### config.mk
export PLATFORM = sky130hd
export DESIGN_NAME = cpu_opcode_decoder
export DESIGN_NICKNAME = d
export VERILOG_FILES = /design/src/hdl/cod_pkg.sv /design/src/hdl/cod_decode.sv /design/src/hdl/cpu_opcode_decoder.sv
export VERILOG_INCLUDE_DIRS = /design/src /design/src/hdl
export SDC_FILE = /design/constraint.sdc
export NUM_CORES = 1
export LEC_CHECK = 0
export ABC_AREA = 1
export ABC_CLOCK_PERIOD_IN_PS = 5790
export BUFFER_PORTS_ARGS = -buffer_cell sky130_fd_sc_hd__clkbuf_2
export CORE_MARGIN = 2
export CORE_UTILIZATION = 27
export CTS_CLUSTER_DIAMETER = 100
export DETAILED_ROUTE_END_ITERATION = 12
export GPL_ROUTABILITY_DRIVEN = 1
export HOLD_SLACK_MARGIN = 0.05
export SLEW_MARGIN = 15
export SYNTH_ARGS = -nofsm -noshare
export SYNTH_HDL_FRONTEND = slang
export SYNTH_SLANG_ARGS = --single-unit
### constraint.sdc
create_clock -name clk_i -period 5.79 [get_ports clk_i]
set_input_delay 0.579 -clock clk_i [delete_from_list [all_inputs] [get_ports clk_i]]
set_output_delay 0.579 -clock clk_i [all_outputs]
set_load 0.02 [all_outputs]
### src/hdl/cpu_opcode_decoder_assert.svh
// Assertion macros for the opcode decoder. Clock clk_i, reset rst_ni (active low).
`ifndef CPU_OPCODE_DECODER_ASSERT_SVH
`define CPU_OPCODE_DECODER_ASSERT_SVH

// Same-cycle implication.
`define COD_ASSERT_NOW(lbl, ante, cons, msg) \
  lbl: assert property (@(posedge clk_i) disable iff (!rst_ni) (ante) |-> (cons)) \
    else $error(msg);

// Next-cycle implication.
`define COD_ASSERT_NEXT(lbl, ante, cons, msg) \
  lbl: assert property (@(posedge clk_i) disable iff (!rst_ni) (ante) |=> (cons)) \
    else $error(msg);

`endif

### src/hdl/cod_pkg.sv
`timescale 1ns / 1ps

package cod_pkg;

  typedef enum logic [5:0] {
    K_NONE, K_LD, K_INC, K_DEC, K_ADD, K_ADC, K_SUB, K_SBC, K_AND, K_XOR,
    K_OR, K_CP, K_PUSH, K_POP, K_RST, K_HALT, K_NOP, K_RLCA, K_RRCA,
    K_RLA, K_RRA, K_STOP, K_DAA, K_CPL, K_SCF, K_CCF, K_JR, K_JP, K_CALL,
    K_RET, K_RETI, K_DI, K_EI, K_RLC, K_RRC, K_RL, K_RR, K_SLA, K_SRA,
    K_SWAP, K_SRL, K_BIT, K_RES, K_SET
  } kind_e;

  typedef enum logic [2:0] {
    S_NONE, S_REG, S_PAIR, S_IND, S_IMM8, S_IMM16, S_SIMM8
  } opnd_e;

  typedef enum logic [3:0] {
    R_NONE, R_A, R_B, R_C, R_D, R_E, R_H, R_L, R_AF, R_BC, R_DE, R_HL, R_SP
  } reg_e;

  typedef enum logic [2:0] {
    L_NONE, L_TYP, L_INC, L_DEC, L_SP, L_IO, L_OFS
  } ldsub_e;

  typedef enum logic [2:0] {
    C_ALWAYS, C_NZ, C_Z, C_NC, C_C
  } cond_e;

  // Decoded instruction, one result word.
  typedef struct packed {
    logic       illegal;
    kind_e      kind;
    ldsub_e     sub;
    opnd_e      src_kind;
    reg_e       src_reg;
    opnd_e      dst_kind;
    reg_e       dst_reg;
    cond_e      cond;
    logic [2:0] bit_idx;
    logic [5:0] vec;
  } dec_t;

  localparam int unsigned OutDataW = 40;
  localparam int unsigned DecW     = $bits(dec_t);

  localparam dec_t DecZero = '{
    illegal: 1'b0, kind: K_NONE, sub: L_NONE, src_kind: S_NONE, src_reg: R_NONE,
    dst_kind: S_NONE, dst_reg: R_NONE, cond: C_ALWAYS, bit_idx: 3'd0, vec: 6'd0
  };

  function automatic reg_e r8_reg(input logic [2:0] idx);
    reg_e r;
    case (idx)
      3'd0:    r = R_B;
      3'd1:    r = R_C;
      3'd2:    r = R_D;
      3'd3:    r = R_E;
      3'd4:    r = R_H;
      3'd5:    r = R_L;
      3'd6:    r = R_HL;
      default: r = R_A;
    endcase
    return r;
  endfunction

  // Index 6 is (HL).
  function automatic opnd_e r8_kind(input logic [2:0] idx);
    return (idx == 3'd6) ? S_IND : S_REG;
  endfunction

  function automatic reg_e r16sp_reg(input logic [1:0] p);
    reg_e r;
    case (p)
      2'd0:    r = R_BC;
      2'd1:    r = R_DE;
      2'd2:    r = R_HL;
      default: r = R_SP;
    endcase
    return r;
  endfunction

  function automatic reg_e r16af_reg(input logic [1:0] p);
    reg_e r;
    case (p)
      2'd0:    r = R_BC;
      2'd1:    r = R_DE;
      2'd2:    r = R_HL;
      default: r = R_AF;
    endcase
    return r;
  endfunction

  function automatic kind_e alu_kind(input logic [2:0] y);
    kind_e k;
    case (y)
      3'd0:    k = K_ADD;
      3'd1:    k = K_ADC;
      3'd2:    k = K_SUB;
      3'd3:    k = K_SBC;
      3'd4:    k = K_AND;
      3'd5:    k = K_XOR;
      3'd6:    k = K_OR;
      default: k = K_CP;
    endcase
    return k;
  endfunction

  function automatic kind_e rot_kind(input logic [2:0] y);
    kind_e k;
    case (y)
      3'd0:    k = K_RLC;
      3'd1:    k = K_RRC;
      3'd2:    k = K_RL;
      3'd3:    k = K_RR;
      3'd4:    k = K_SLA;
      3'd5:    k = K_SRA;
      3'd6:    k = K_SWAP;
      default: k = K_SRL;
    endcase
    return k;
  endfunction

  // Condition from the low two bits of y: NZ, Z, NC, C.
  function automatic cond_e cond_of(input logic [1:0] y_lo);
    return cond_e'({1'b0, y_lo} + 3'd1);
  endfunction

endpackage

### src/hdl/cod_decode.sv
`timescale 1ns / 1ps

module cod_decode (
  input  logic           prefixed_i,
  input  logic [7:0]     opcode_i,
  output cod_pkg::dec_t  dec_o
);

  logic [1:0] x;
  logic [2:0] y;
  logic [2:0] z;
  logic [1:0] p;
  logic       q;

  assign x = opcode_i[7:6];
  assign y = opcode_i[5:3];
  assign z = opcode_i[2:0];
  assign p = opcode_i[5:4];
  assign q = opcode_i[3];

  always_comb begin
    cod_pkg::dec_t d;
    logic          bad;
    d   = cod_pkg::DecZero;
    bad = 1'b0;
    if (prefixed_i) begin
      if (x == 2'd0) begin
        d.kind = cod_pkg::rot_kind(y);
      end else begin
        d.kind    = (x == 2'd1) ? cod_pkg::K_BIT :
                    (x == 2'd2) ? cod_pkg::K_RES : cod_pkg::K_SET;
        d.bit_idx = y;
      end
      d.src_kind = cod_pkg::r8_kind(z);
      d.src_reg  = cod_pkg::r8_reg(z);
    end else begin
      case (x)
        2'd1: begin
          if (y == 3'd6 && z == 3'd6) begin
            d.kind = cod_pkg::K_HALT;
          end else begin
            d.kind     = cod_pkg::K_LD;
            d.sub      = cod_pkg::L_TYP;
            d.dst_kind = cod_pkg::r8_kind(y);
            d.dst_reg  = cod_pkg::r8_reg(y);
            d.src_kind = cod_pkg::r8_kind(z);
            d.src_reg  = cod_pkg::r8_reg(z);
          end
        end
        2'd2: begin
          d.kind     = cod_pkg::alu_kind(y);
          d.dst_kind = cod_pkg::S_REG;
          d.dst_reg  = cod_pkg::R_A;
          d.src_kind = cod_pkg::r8_kind(z);
          d.src_reg  = cod_pkg::r8_reg(z);
        end
        2'd0: begin
          case (z)
            3'd0: begin
              case (y)
                3'd0: d.kind = cod_pkg::K_NOP;
                3'd1: begin
                  // LD (a16),SP
                  d.kind     = cod_pkg::K_LD;
                  d.sub      = cod_pkg::L_SP;
                  d.src_kind = cod_pkg::S_PAIR;
                  d.src_reg  = cod_pkg::R_SP;
                  d.dst_kind = cod_pkg::S_IMM16;
                end
                3'd2: d.kind = cod_pkg::K_STOP;
                3'd3: begin
                  d.kind     = cod_pkg::K_JR;
                  d.src_kind = cod_pkg::S_SIMM8;
                end
                default: begin
                  d.kind     = cod_pkg::K_JR;
                  d.src_kind = cod_pkg::S_SIMM8;
                  d.cond     = cod_pkg::cond_of(y[1:0]);
                end
              endcase
            end
            3'd1: begin
              if (q) begin
                d.kind     = cod_pkg::K_ADD;
                d.src_kind = cod_pkg::S_PAIR;
                d.src_reg  = cod_pkg::r16sp_reg(p);
                d.dst_kind = cod_pkg::S_PAIR;
                d.dst_reg  = cod_pkg::R_HL;
              end else begin
                d.kind     = cod_pkg::K_LD;
                d.sub      = cod_pkg::L_TYP;
                d.src_kind = cod_pkg::S_IMM16;
                d.dst_kind = cod_pkg::S_PAIR;
                d.dst_reg  = cod_pkg::r16sp_reg(p);
              end
            end
            3'd2: begin
              // (BC), (DE), (HL+), (HL-) against A
              cod_pkg::reg_e   pr;
              cod_pkg::ldsub_e ps;
              pr = (p == 2'd0) ? cod_pkg::R_BC :
                   (p == 2'd1) ? cod_pkg::R_DE : cod_pkg::R_HL;
              ps = (p == 2'd2) ? cod_pkg::L_INC :
                   (p == 2'd3) ? cod_pkg::L_DEC : cod_pkg::L_TYP;
              d.kind = cod_pkg::K_LD;
              d.sub  = ps;
              if (q) begin
                d.src_kind = cod_pkg::S_IND;
                d.src_reg  = pr;
                d.dst_kind = cod_pkg::S_REG;
                d.dst_reg  = cod_pkg::R_A;
              end else begin
                d.src_kind = cod_pkg::S_REG;
                d.src_reg  = cod_pkg::R_A;
                d.dst_kind = cod_pkg::S_IND;
                d.dst_reg  = pr;
              end
            end
            3'd3: begin
              d.kind     = q ? cod_pkg::K_DEC : cod_pkg::K_INC;
              d.src_kind = cod_pkg::S_PAIR;
              d.dst_kind = cod_pkg::S_PAIR;
              d.src_reg  = cod_pkg::r16sp_reg(p);
              d.dst_reg  = cod_pkg::r16sp_reg(p);
            end
            3'd4, 3'd5: begin
              d.kind     = (z == 3'd4) ? cod_pkg::K_INC : cod_pkg::K_DEC;
              d.src_kind = cod_pkg::r8_kind(y);
              d.src_reg  = cod_pkg::r8_reg(y);
              d.dst_kind = cod_pkg::r8_kind(y);
              d.dst_reg  = cod_pkg::r8_reg(y);
            end
            3'd6: begin
              d.kind     = cod_pkg::K_LD;
              d.sub      = cod_pkg::L_TYP;
              d.src_kind = cod_pkg::S_IMM8;
              d.dst_kind = cod_pkg::r8_kind(y);
              d.dst_reg  = cod_pkg::r8_reg(y);
            end
            default: begin
              case (y)
                3'd0:    d.kind = cod_pkg::K_RLCA;
                3'd1:    d.kind = cod_pkg::K_RRCA;
                3'd2:    d.kind = cod_pkg::K_RLA;
                3'd3:    d.kind = cod_pkg::K_RRA;
                3'd4:    d.kind = cod_pkg::K_DAA;
                3'd5:    d.kind = cod_pkg::K_CPL;
                3'd6:    d.kind = cod_pkg::K_SCF;
                default: d.kind = cod_pkg::K_CCF;
              endcase
            end
          endcase
        end
        default: begin
          // x == 3
          case (z)
            3'd0: begin
              case (y)
                3'd4: begin
                  d.kind     = cod_pkg::K_LD;
                  d.sub      = cod_pkg::L_IO;
                  d.src_kind = cod_pkg::S_REG;
                  d.src_reg  = cod_pkg::R_A;
                  d.dst_kind = cod_pkg::S_IMM8;
                end
                3'd5: begin
                  d.kind     = cod_pkg::K_ADD;
                  d.src_kind = cod_pkg::S_SIMM8;
                  d.dst_kind = cod_pkg::S_PAIR;
                  d.dst_reg  = cod_pkg::R_SP;
                end
                3'd6: begin
                  d.kind     = cod_pkg::K_LD;
                  d.sub      = cod_pkg::L_IO;
                  d.src_kind = cod_pkg::S_IMM8;
                  d.dst_kind = cod_pkg::S_REG;
                  d.dst_reg  = cod_pkg::R_A;
                end
                3'd7: begin
                  d.kind     = cod_pkg::K_LD;
                  d.sub      = cod_pkg::L_OFS;
                  d.src_kind = cod_pkg::S_SIMM8;
                  d.dst_kind = cod_pkg::S_PAIR;
                  d.dst_reg  = cod_pkg::R_HL;
                end
                default: begin
                  d.kind = cod_pkg::K_RET;
                  d.cond = cod_pkg::cond_of(y[1:0]);
                end
              endcase
            end
            3'd1: begin
              if (!q) begin
                d.kind     = cod_pkg::K_POP;
                d.dst_kind = cod_pkg::S_PAIR;
                d.dst_reg  = cod_pkg::r16af_reg(p);
              end else begin
                case (p)
                  2'd0: d.kind = cod_pkg::K_RET;
                  2'd1: d.kind = cod_pkg::K_RETI;
                  2'd2: begin
                    d.kind     = cod_pkg::K_JP;
                    d.src_kind = cod_pkg::S_PAIR;
                    d.src_reg  = cod_pkg::R_HL;
                  end
                  default: begin
                    d.kind     = cod_pkg::K_LD;
                    d.sub      = cod_pkg::L_TYP;
                    d.src_kind = cod_pkg::S_PAIR;
                    d.src_reg  = cod_pkg::R_HL;
                    d.dst_kind = cod_pkg::S_PAIR;
                    d.dst_reg  = cod_pkg::R_SP;
                  end
                endcase
              end
            end
            3'd2: begin
              case (y)
                3'd4: begin
                  d.kind     = cod_pkg::K_LD;
                  d.sub      = cod_pkg::L_IO;
                  d.src_kind = cod_pkg::S_REG;
                  d.src_reg  = cod_pkg::R_A;
                  d.dst_kind = cod_pkg::S_IND;
                  d.dst_reg  = cod_pkg::R_C;
                end
                3'd5: begin
                  d.kind     = cod_pkg::K_LD;
                  d.sub      = cod_pkg::L_TYP;
                  d.src_kind = cod_pkg::S_REG;
                  d.src_reg  = cod_pkg::R_A;
                  d.dst_kind = cod_pkg::S_IMM16;
                end
                3'd6: begin
                  d.kind     = cod_pkg::K_LD;
                  d.sub      = cod_pkg::L_IO;
                  d.src_kind = cod_pkg::S_IND;
                  d.src_reg  = cod_pkg::R_C;
                  d.dst_kind = cod_pkg::S_REG;
                  d.dst_reg  = cod_pkg::R_A;
                end
                3'd7: begin
                  d.kind     = cod_pkg::K_LD;
                  d.sub      = cod_pkg::L_TYP;
                  d.src_kind = cod_pkg::S_IMM16;
                  d.dst_kind = cod_pkg::S_REG;
                  d.dst_reg  = cod_pkg::R_A;
                end
                default: begin
                  d.kind     = cod_pkg::K_JP;
                  d.src_kind = cod_pkg::S_IMM16;
                  d.cond     = cod_pkg::cond_of(y[1:0]);
                end
              endcase
            end
            3'd3: begin
              case (y)
                3'd0: begin
                  d.kind     = cod_pkg::K_JP;
                  d.src_kind = cod_pkg::S_IMM16;
                end
                3'd6:    d.kind = cod_pkg::K_DI;
                3'd7:    d.kind = cod_pkg::K_EI;
                default: bad = 1'b1;
              endcase
            end
            3'd4: begin
              if (!y[2]) begin
                d.kind     = cod_pkg::K_CALL;
                d.src_kind = cod_pkg::S_IMM16;
                d.cond     = cod_pkg::cond_of(y[1:0]);
              end else begin
                bad = 1'b1;
              end
            end
            3'd5: begin
              if (!q) begin
                d.kind     = cod_pkg::K_PUSH;
                d.src_kind = cod_pkg::S_PAIR;
                d.src_reg  = cod_pkg::r16af_reg(p);
              end else if (p == 2'd0) begin
                d.kind     = cod_pkg::K_CALL;
                d.src_kind = cod_pkg::S_IMM16;
              end else begin
                bad = 1'b1;
              end
            end
            3'd6: begin
              d.kind     = cod_pkg::alu_kind(y);
              d.src_kind = cod_pkg::S_IMM8;
              d.dst_kind = cod_pkg::S_REG;
              d.dst_reg  = cod_pkg::R_A;
            end
            default: begin
              d.kind = cod_pkg::K_RST;
              d.vec  = {y, 3'b000};
            end
          endcase
        end
      endcase
    end
    if (bad) begin
      d         = cod_pkg::DecZero;
      d.illegal = 1'b1;
    end
    dec_o = d;
  end

endmodule

### src/hdl/cpu_opcode_decoder.sv
`timescale 1ns / 1ps

// Channel   Dir  Contents
// s_axis    in   tdata[7:0] opcode_byte, tuser prefixed (after CB)
// m_axis    out  decoded word, fields listed at the port
//
// Two register stages: opcode register, decode logic, result register.
// Words pass the opcode register, then the result register; one per cycle
// sustained unless m_axis stalls, set by the single decode pass between them.
// Reset (rst_ni low, async) empties both stages; payload is not reset.
// A stall on m_axis fills the result register first, then the opcode
// register; s_axis_tready_o drops only when both are full.

`include "cpu_opcode_decoder_assert.svh"

module cpu_opcode_decoder (
  input  logic                           clk_i,
  input  logic                           rst_ni,
  input  logic                           s_axis_tvalid_i,
  output logic                           s_axis_tready_o,
  input  logic [7:0]                     s_axis_tdata_i,  // [7:0] opcode_byte
  input  logic                           s_axis_tuser_i,  // [0] prefixed
  output logic                           m_axis_tvalid_o,
  input  logic                           m_axis_tready_i,
  // [0] illegal, [6:1] instr_kind, [9:7] load_subtype, [12:10] src_kind,
  // [16:13] src_reg, [19:17] dst_kind, [23:20] dst_reg, [26:24] cond_code,
  // [29:27] bit_index, [35:30] restart_vector, [39:36] zero
  output logic [cod_pkg::OutDataW-1:0]   m_axis_tdata_o
);

  // Opcode register
  logic          op_vld_q;
  logic          op_pfx_q;
  logic [7:0]    op_byte_q;

  // Result register
  logic          res_vld_q;
  cod_pkg::dec_t res_q;
  cod_pkg::dec_t res_d;

  logic res_free;
  logic op_free;
  logic in_acc;
  logic op_move;

  // Each stage takes a word when empty or when its word leaves this cycle.
  assign res_free = !res_vld_q || m_axis_tready_i;
  assign op_free  = !op_vld_q || res_free;
  assign in_acc   = s_axis_tvalid_i && op_free;
  assign op_move  = op_vld_q && res_free;

  assign s_axis_tready_o = op_free;

  always_ff @(posedge clk_i or negedge rst_ni) begin
    if (!rst_ni) begin
      op_vld_q <= 1'b0;
    end else if (op_free) begin
      op_vld_q <= s_axis_tvalid_i;
    end
  end

  always_ff @(posedge clk_i) begin
    if (in_acc) begin
      op_pfx_q  <= s_axis_tuser_i;
      op_byte_q <= s_axis_tdata_i;
    end
  end

  cod_decode u_decode (
    .prefixed_i (op_pfx_q),
    .opcode_i   (op_byte_q),
    .dec_o      (res_d)
  );

  always_ff @(posedge clk_i or negedge rst_ni) begin
    if (!rst_ni) begin
      res_vld_q <= 1'b0;
    end else if (res_free) begin
      res_vld_q <= op_vld_q;
    end
  end

  always_ff @(posedge clk_i) begin
    if (op_move) begin
      res_q <= res_d;
    end
  end

  assign m_axis_tvalid_o = res_vld_q;

  // Field order in the struct runs from illegal (MSB) to vec (LSB); the
  // bus wants illegal in bit 0, so lay the fields out one by one.
  assign m_axis_tdata_o = {
    {(cod_pkg::OutDataW - cod_pkg::DecW){1'b0}},
    res_q.vec,
    res_q.bit_idx,
    res_q.cond,
    res_q.dst_reg,
    res_q.dst_kind,
    res_q.src_reg,
    res_q.src_kind,
    res_q.sub,
    res_q.kind,
    res_q.illegal
  };

  // An illegal word carries nothing else.
  `COD_ASSERT_NOW(a_illegal_clean, m_axis_tvalid_o && m_axis_tdata_o[0],
                  m_axis_tdata_o[35:1] == 35'd0, "illegal result has nonzero fields")

  // Every CB-prefixed opcode is defined.
  `COD_ASSERT_NOW(a_cb_legal, op_vld_q && op_pfx_q, !res_d.illegal,
                  "prefixed opcode decoded as illegal")

  // An opcode that cannot advance stays in its register.
  `COD_ASSERT_NEXT(a_op_hold, op_vld_q && !res_free, op_vld_q && $stable(op_byte_q),
                   "stalled opcode lost or changed")

  // A decoded word moves into the result stage when that stage frees up.
  `COD_ASSERT_NEXT(a_res_fill, op_vld_q && res_free, res_vld_q,
                   "decoded word not captured")

endmodule
## Word level (Yosys, flattened, before mapping)

Index checks and enable logic that the tools add are counted.

- ROM bits: 0
- Logic and storage cells: 163
- Bits in writable memories: 0
- Bits in registers: 47
- Memories kept: 0
- Latch bits: 0
- Output and inout bits: 42
- Input port bits: 13

- Bitwise operators: 1
- Add/subtract/negate cells: 1
- Shift-type cells: 0
- Divide/modulo/power cells: 0
- Magnitude comparators: 0
- Mux-type cells: 95
- Reductions and logical operators: 33
- Multiply operators: 0
- Eq/ne operators: 18

Operators with widths:

| cell | number |
|---|---|
| $pmux W4 S7 | 5 |
| $mux W6 | 10 |
| $pmux W3 S3 | 6 |
| $mux W3 | 15 |
| $pmux W14 S3 | 1 |
| $pmux W6 S7 | 1 |
| $mux W36 | 1 |
| $pmux W3 S2 | 6 |
| $pmux W6 S3 | 2 |
| $pmux W4 S4 | 2 |
| $pmux W5 S3 | 2 |
| $pmux W6 S5 | 1 |
| $pmux W7 S4 | 1 |
| $reduce_or A2 Y1 | 11 |
| $eq A3 B3 Y1 const B | 7 |
| $mux W7 | 3 |
| $pmux W3 S7 | 1 |
| $mux W10 | 2 |
| $mux W4 | 5 |
| $pmux W4 S5 | 1 |
| $pmux W3 S6 | 1 |
| $reduce_or A3 Y1 | 6 |
| $mux W15 | 1 |
| $mux W5 | 3 |
| other kinds (25) | 54 |

## Depth between registers and ports, before layout

- Depth in word-level cells: 8
- Mapped depth: 14
- Gate-level depth less buffers: 13

## By module

Synthesis repeated with hierarchy kept, for this count alone.

- Cells, all modules: 458
- Area, all modules: 3392.0 µm²

Modules (own cells, without submodules):

| module | times used | cells each | area an instance (µm²) | seq. area each (µm²) |
|---|---|---|---|---|
| cod_decode | 1 | 396 | 1911.8 | 0.0 |
| cpu_opcode_decoder | 1 | 62 | 1480.2 | 1401.3 |

## Worst setup path after synthesis

No wires, ideal clock.

- Path kind: input-to-reg
- Start: input port m_axis_tready_i
- End: register res_q (netlist bit m_axis_tdata_o[0]), enable pin
- Setup time: 0.434 ns
- Data required time: 5.356 ns
- Buffers on the path: 0
- Slack: 3.101 ns
- Stages on the path: 2
- Arrival: 2.255 ns
- Path through: inv_1 a21oi_1

- Word-level cells in the longest chain between the ends: 2

RTL lines:

| element | line | source |
|---|---|---|
| start, declared | cpu_opcode_decoder.sv:24 | `input logic m_axis_tready_i,` |
| $logic_or A1 B1 Y1 | cpu_opcode_decoder.sv:47 | `assign res_free = !res_vld_q \|\| m_axis_tready_i;` |
| $logic_and A1 B1 Y1 | cpu_opcode_decoder.sv:50 | `assign op_move = op_vld_q && res_free;` |
| net op_move | cpu_opcode_decoder.sv:44 | `logic op_move;` |
| end signal, assigned | cpu_opcode_decoder.sv:85 | `res_q <= res_d;` |
| end, declared | cpu_opcode_decoder.sv:38 | `cod_pkg::dec_t res_q;` |

The timed path passes the listed nets, and every way through them passes these cells.
A chain may end at the register's enable or synchronous reset.

## Worst setup path after layout

- Start: register op_byte_q[3]
- End: register res_q (netlist bit m_axis_tdata_o[33]), data pin

- Word-level cells in the longest chain between the ends: 7
- Elaborated cells on any way between the ends: 10
- Classes of those cells: eq/ne (2); mux (5); reduce/logical (3)

RTL lines:

| element | line | source |
|---|---|---|
| start, declared | cpu_opcode_decoder.sv:34 | `logic [7:0] op_byte_q;` |
| start signal, assigned | cpu_opcode_decoder.sv:65 | `op_byte_q <= s_axis_tdata_i;` |
| $eq A3 B3 Y1 or $logic_not A3 Y1 (tied branches) | cod_decode.sv:257 | `case (y)` |
| $reduce_or A3 Y1 (no line) | - |  |
| $mux W1 | cod_decode.sv:257 |  |
| $pmux W1 S3 | cod_decode.sv:156 | `case (z)` |
| $mux W1 | cod_decode.sv:37 | `case (x)` |
| $mux W1 | cod_decode.sv:26 | `if (prefixed_i) begin` |
| $reduce_or A12 Y1 (no line) | - |  |

Several ways; a longest one is shown, not always the timed one.

==> out/results.txt <==
Counting flops and latches in the post-synthesis netlist gives 44. The repair_antennas step left the layout with diodes totalling 0. A synthesized cell averages 7.06 µm². The path class of the lowest-slack min-delay path was input pin to flip-flop. The shortest clock period the worst path allows after layout is 3.33 ns.

The tools report the wire length of the first global-routing pass as 19300 µm. The critical path goes through inv_1, ha_1, nand2_1, inv_1, nor2_1, nand3_1, nand3_1, nand2_1, nand2_2, inv_2, nand3_1, nor2_1. On the critical path the largest part of the delay comes from simple AND/OR/NAND/NOR gates. The transition time at the pin with the least slew margin was 1.07 ns; the count of final max-slew check failures was 0. In the global route stage, met1 resource usage came out at 26.4%. Timing would allow up to 300 MHz. The fraction of layout cells with a size suffix above 1 works out to 15.2%.

Final hold analysis gives a worst-case slack of 0.450 ns. The total area inside the core boundary comes to 11900 µm². For this run, the number of Yosys warnings is 0.

In this run the power density over the cells is 254 nW/µm². The tools report the launch instance of the worst register-to-register path as op_byte_q[3]. The number of gates resized after CTS was 0. The leakage power is 1.75 nW. The tools report the share of the core filled with cells as 31.6%. Across the run, the number of max-cap violations was 0. The clock drives 44 sinks. The final count of hold timing violations came out at 0.

In the final routed layout, each cell accounts on average for 19.2 µm. Measured along the y axis, the die boundary spans 114 µm. The number of global-route vias before repair was 3350; the source-to-sink clock delay at the later pin of the worst-skew pair was 0.30 ns.

In the global route stage, overall resource usage came out at 19.9%. Global routing consumed, on the met3 layer, 4.02% of the routing resources. In this run the critical register-to-register path is captured at m_axis_tdata_o[33]. The number of design-rule violations left by the first detailed-router iteration was 341; the number of different library cells in the post-synthesis netlist was 28. The final wirelength was 12500 µm; the area growth from synthesis to layout was 14.7%.

For this configuration, the core starts out at a cell density of 27.5%. The run gives 40.0% as the sequential share of the synthesized area. The logs give 3.37 ns for the critical path data arrival time and 31.0% for the met2 usage in global routing. Counting the buffers created by CTS gives 5. Ranked by total cell area, the synthesized netlist is headed by sky130_fd_sc_hd__edfxtp_1, sky130_fd_sc_hd__nand2_1, sky130_fd_sc_hd__nand3_1. After clock tree synthesis, the setup repair step added 0 buffers. The horizontal die dimension is 114 µm. The number of vias per cell is 5.27, and the worst max-slew margin expressed relative to the limit is 28.6%. After synthesis, the largest area contributor takes up 38.5% of total cell area. The dominant synthesized flop cell is sky130_fd_sc_hd__edfxtp_1. TritonCTS built the clock tree.

The full die area is 13000 µm². After global routing, the most crowded layer is met2. STA classifies the critical path startpoint as a flip-flop.

The worst reg2reg path depth is 12. Tracing the worst setup path back leads to its startpoint at op_byte_q[3]. Setup violations remaining at the end of the flow were counted as 0. Post-synthesis instance area: 3280 µm².

The number of antenna violations at the first check in global routing came out at 0. The number of flops mapped to enable cells by yosys came out at 42. Together, buffers and inverters on the worst path number 3. The filler cell count in the final layout is 1318, and the hold buffer count at CTS is 1. The endpoint type of the worst setup path is a flip-flop. The worst register-to-register path has a setup slack of 2.46 ns.

Entering global routing, the biggest net connects 34 pins. The post-CTS clock slew at the launch and capture registers of the worst setup and hold paths is 0.06 ns. In this run the worst path has a maximum fanout of 15.

The final setup slack of the worst path came out at 2.46 ns. The cell count after synthesis came out at 464. The highest cell delay on the worst timing path was 0.69 ns; the async set-reset flop share out of synthesis was 4.55%. IR analysis of the VDD net gives a maximum drop of 0.0000902 V. Between clock sinks in the finished design, the worst skew comes to 0.00577 ns. Summed over all instances, the cell type with the most area after synthesis is sky130_fd_sc_hd__edfxtp_1. The final cycle utilization of the critical path is 57.6%. At the end of routability-driven placement, the weighted congestion stood at 0.963.

Once detail routing completed, the nets flagged for antenna violations numbered 0. The path length in cells of the critical path came out at 12. In this run the worst setup path terminates at m_axis_tdata_o[33]. The logs give 0 for the final global-route overflow total and 5 for the number of optimization iterations in the first detailed-route pass. STA puts the critical path data required time at 5.83 ns. The flow ran to the end, and the final reports show no timing, DRC or antenna violations. The logs give 40 for the row count and 2.55 ns for the post-placement worst setup slack. After routing, the total negative slack on setup checks comes to 0 ns.

The critical path is of the flip-flop to flip-flop type. The run gives 9550 µm as the post-detailed-placement half-perimeter wirelength. The tree is rooted in a sky130_fd_sc_hd__clkbuf_16. The I/O pin count was 55.

Input and output buffers added on the ports amount to 47. Number of remaining DRC errors: 0. In this design, the critical path's most frequently occurring cell is sky130_fd_sc_hd__nand3_1. For this block, the via count after detailed routing is 3436.

In this run the number of H-tree levels came out at 2. After the last flow step, the layout net total stands at 528. The master of the slowest instance on the critical path was sky130_fd_sc_hd__edfxtp_1. Setup repair after global routing left no endpoint under its margin.

Counting along the longest clock path gives a buffer depth of 2.
==> worst min path at each step <==
stage,start,to,cells after the start
6_report,s_axis_tdata_i[1],op_byte_q[1],1
5_1_grt,s_axis_tdata_i[1],op_byte_q[1],1
4_1_cts,s_axis_tdata_i[1],op_byte_q[1],1
3_5_place_dp,rst_ni,op_vld_q,1
3_3_place_gp,rst_ni,m_axis_tvalid_o,1
2_1_floorplan,rst_ni,m_axis_tvalid_o,0
==> flip-flops by register name, indices dropped and copies added (netlist names) <==
signal,flops
m_axis_tdata_o,33
op_byte_q,8
m_axis_tvalid_o,1
op_pfx_q,1
op_vld_q,1
==> through the flow <==
| stage | area [µm²] | power, mW | std cells |
|---|---|---|---|
| 2_1_floorplan | 3300 | 0.591 | 470 |
| 3_3_place_gp | 3610 | 0.680 | 643 |
| 3_5_place_dp | 3610 | 0.676 | 643 |
| 4_1_cts | 3760 | 0.963 | 652 |
| 5_1_grt | 3760 | 1.00 | 652 |
| 6_report | 3760 | 0.954 | 652 |
==> area by class of cell <==
cell class	count	area, µm²	area share, %
Multi-Input combinational cell	363	1720	45.7
Sequential cell	44	1310	34.9
Timing Repair Buffer	49	253	6.72
Tap cell	147	184	4.89
Inverter	41	154	4.09
Clock buffer	5	125	3.33
Clock inverter	3	13.8	0.366
==> power breakdown <==
group	leakage, nW	internal (mW)	switching (mW)
registers	0.432	0.391	0.0230
clock network	0.0710	0.157	0.124
logic	1.24	0.0669	0.193
==> cells by family (layout without fill, tap and decap cells) <==
| kind of cell | after synthesis | count (layout) | synth area share (%) |
|---|---|---|---|
| simple gates | 289 | 289 | 37.7 |
| flops | 44 | 44 | 40.0 |
| buf+inv | 63 | 98 | 8.63 |
| fa+ha+maj | 11 | 11 | 4.20 |
| compound gates | 56 | 56 | 9.28 |
| other cells | 1 | 7 | 0.114 |
==> layout by cell type (no fill, tap or decap), types with 9 or more instances in the layout <==
| cell type | netlist | final |
|---|---|---|
| sky130_fd_sc_hd__edfxtp_1 | 42 | 42 |
| sky130_fd_sc_hd__nand3_1 | 47 | 47 |
| sky130_fd_sc_hd__inv_1 | 35 | 35 |
| sky130_fd_sc_hd__ha_1 | 11 | 11 |
| sky130_fd_sc_hd__clkbuf_2 | 0 | 47 |
| sky130_fd_sc_hd__nand4_1 | 11 | 11 |
| sky130_fd_sc_hd__a21oi_1 | 18 | 17 |
| sky130_fd_sc_hd__nand2_1 | 149 | 149 |
| sky130_fd_sc_hd__nor2_1 | 58 | 57 |
| sky130_fd_sc_hd__o21ai_0 | 22 | 22 |
| sky130_fd_sc_hd__nor3_1 | 9 | 9 |
==> routing by layer <==
layer	up-vias	part of all wire, %
li1	1603	-
met1	1636	44
met2	164	45
met3	33	7.8
met4	0	4.1
met5	-	0
==> synth_stat cells, types with 2 or more instances <==
cell type / instances
sky130_fd_sc_hd__o21ai_1: 5
sky130_fd_sc_hd__inv_2: 6
sky130_fd_sc_hd__dfrtp_1: 2
sky130_fd_sc_hd__clkbuf_1: 4
sky130_fd_sc_hd__o211ai_1: 4
sky130_fd_sc_hd__nand2_2: 4
sky130_fd_sc_hd__nand2_1: 149
sky130_fd_sc_hd__buf_4: 11
sky130_fd_sc_hd__nand4_1: 11
sky130_fd_sc_hd__o21ai_0: 22
sky130_fd_sc_hd__a31oi_1: 4
sky130_fd_sc_hd__edfxtp_1: 42
sky130_fd_sc_hd__nor2_2: 6
sky130_fd_sc_hd__nor2_4: 2
sky130_fd_sc_hd__ha_1: 11
sky130_fd_sc_hd__o31ai_1: 2
sky130_fd_sc_hd__buf_1: 3
sky130_fd_sc_hd__buf_2: 4
sky130_fd_sc_hd__nor2_1: 58
sky130_fd_sc_hd__a21oi_1: 18
sky130_fd_sc_hd__nand3_1: 47
sky130_fd_sc_hd__nor3_1: 9
sky130_fd_sc_hd__inv_1: 35
(Power assumes the default switching activity.)
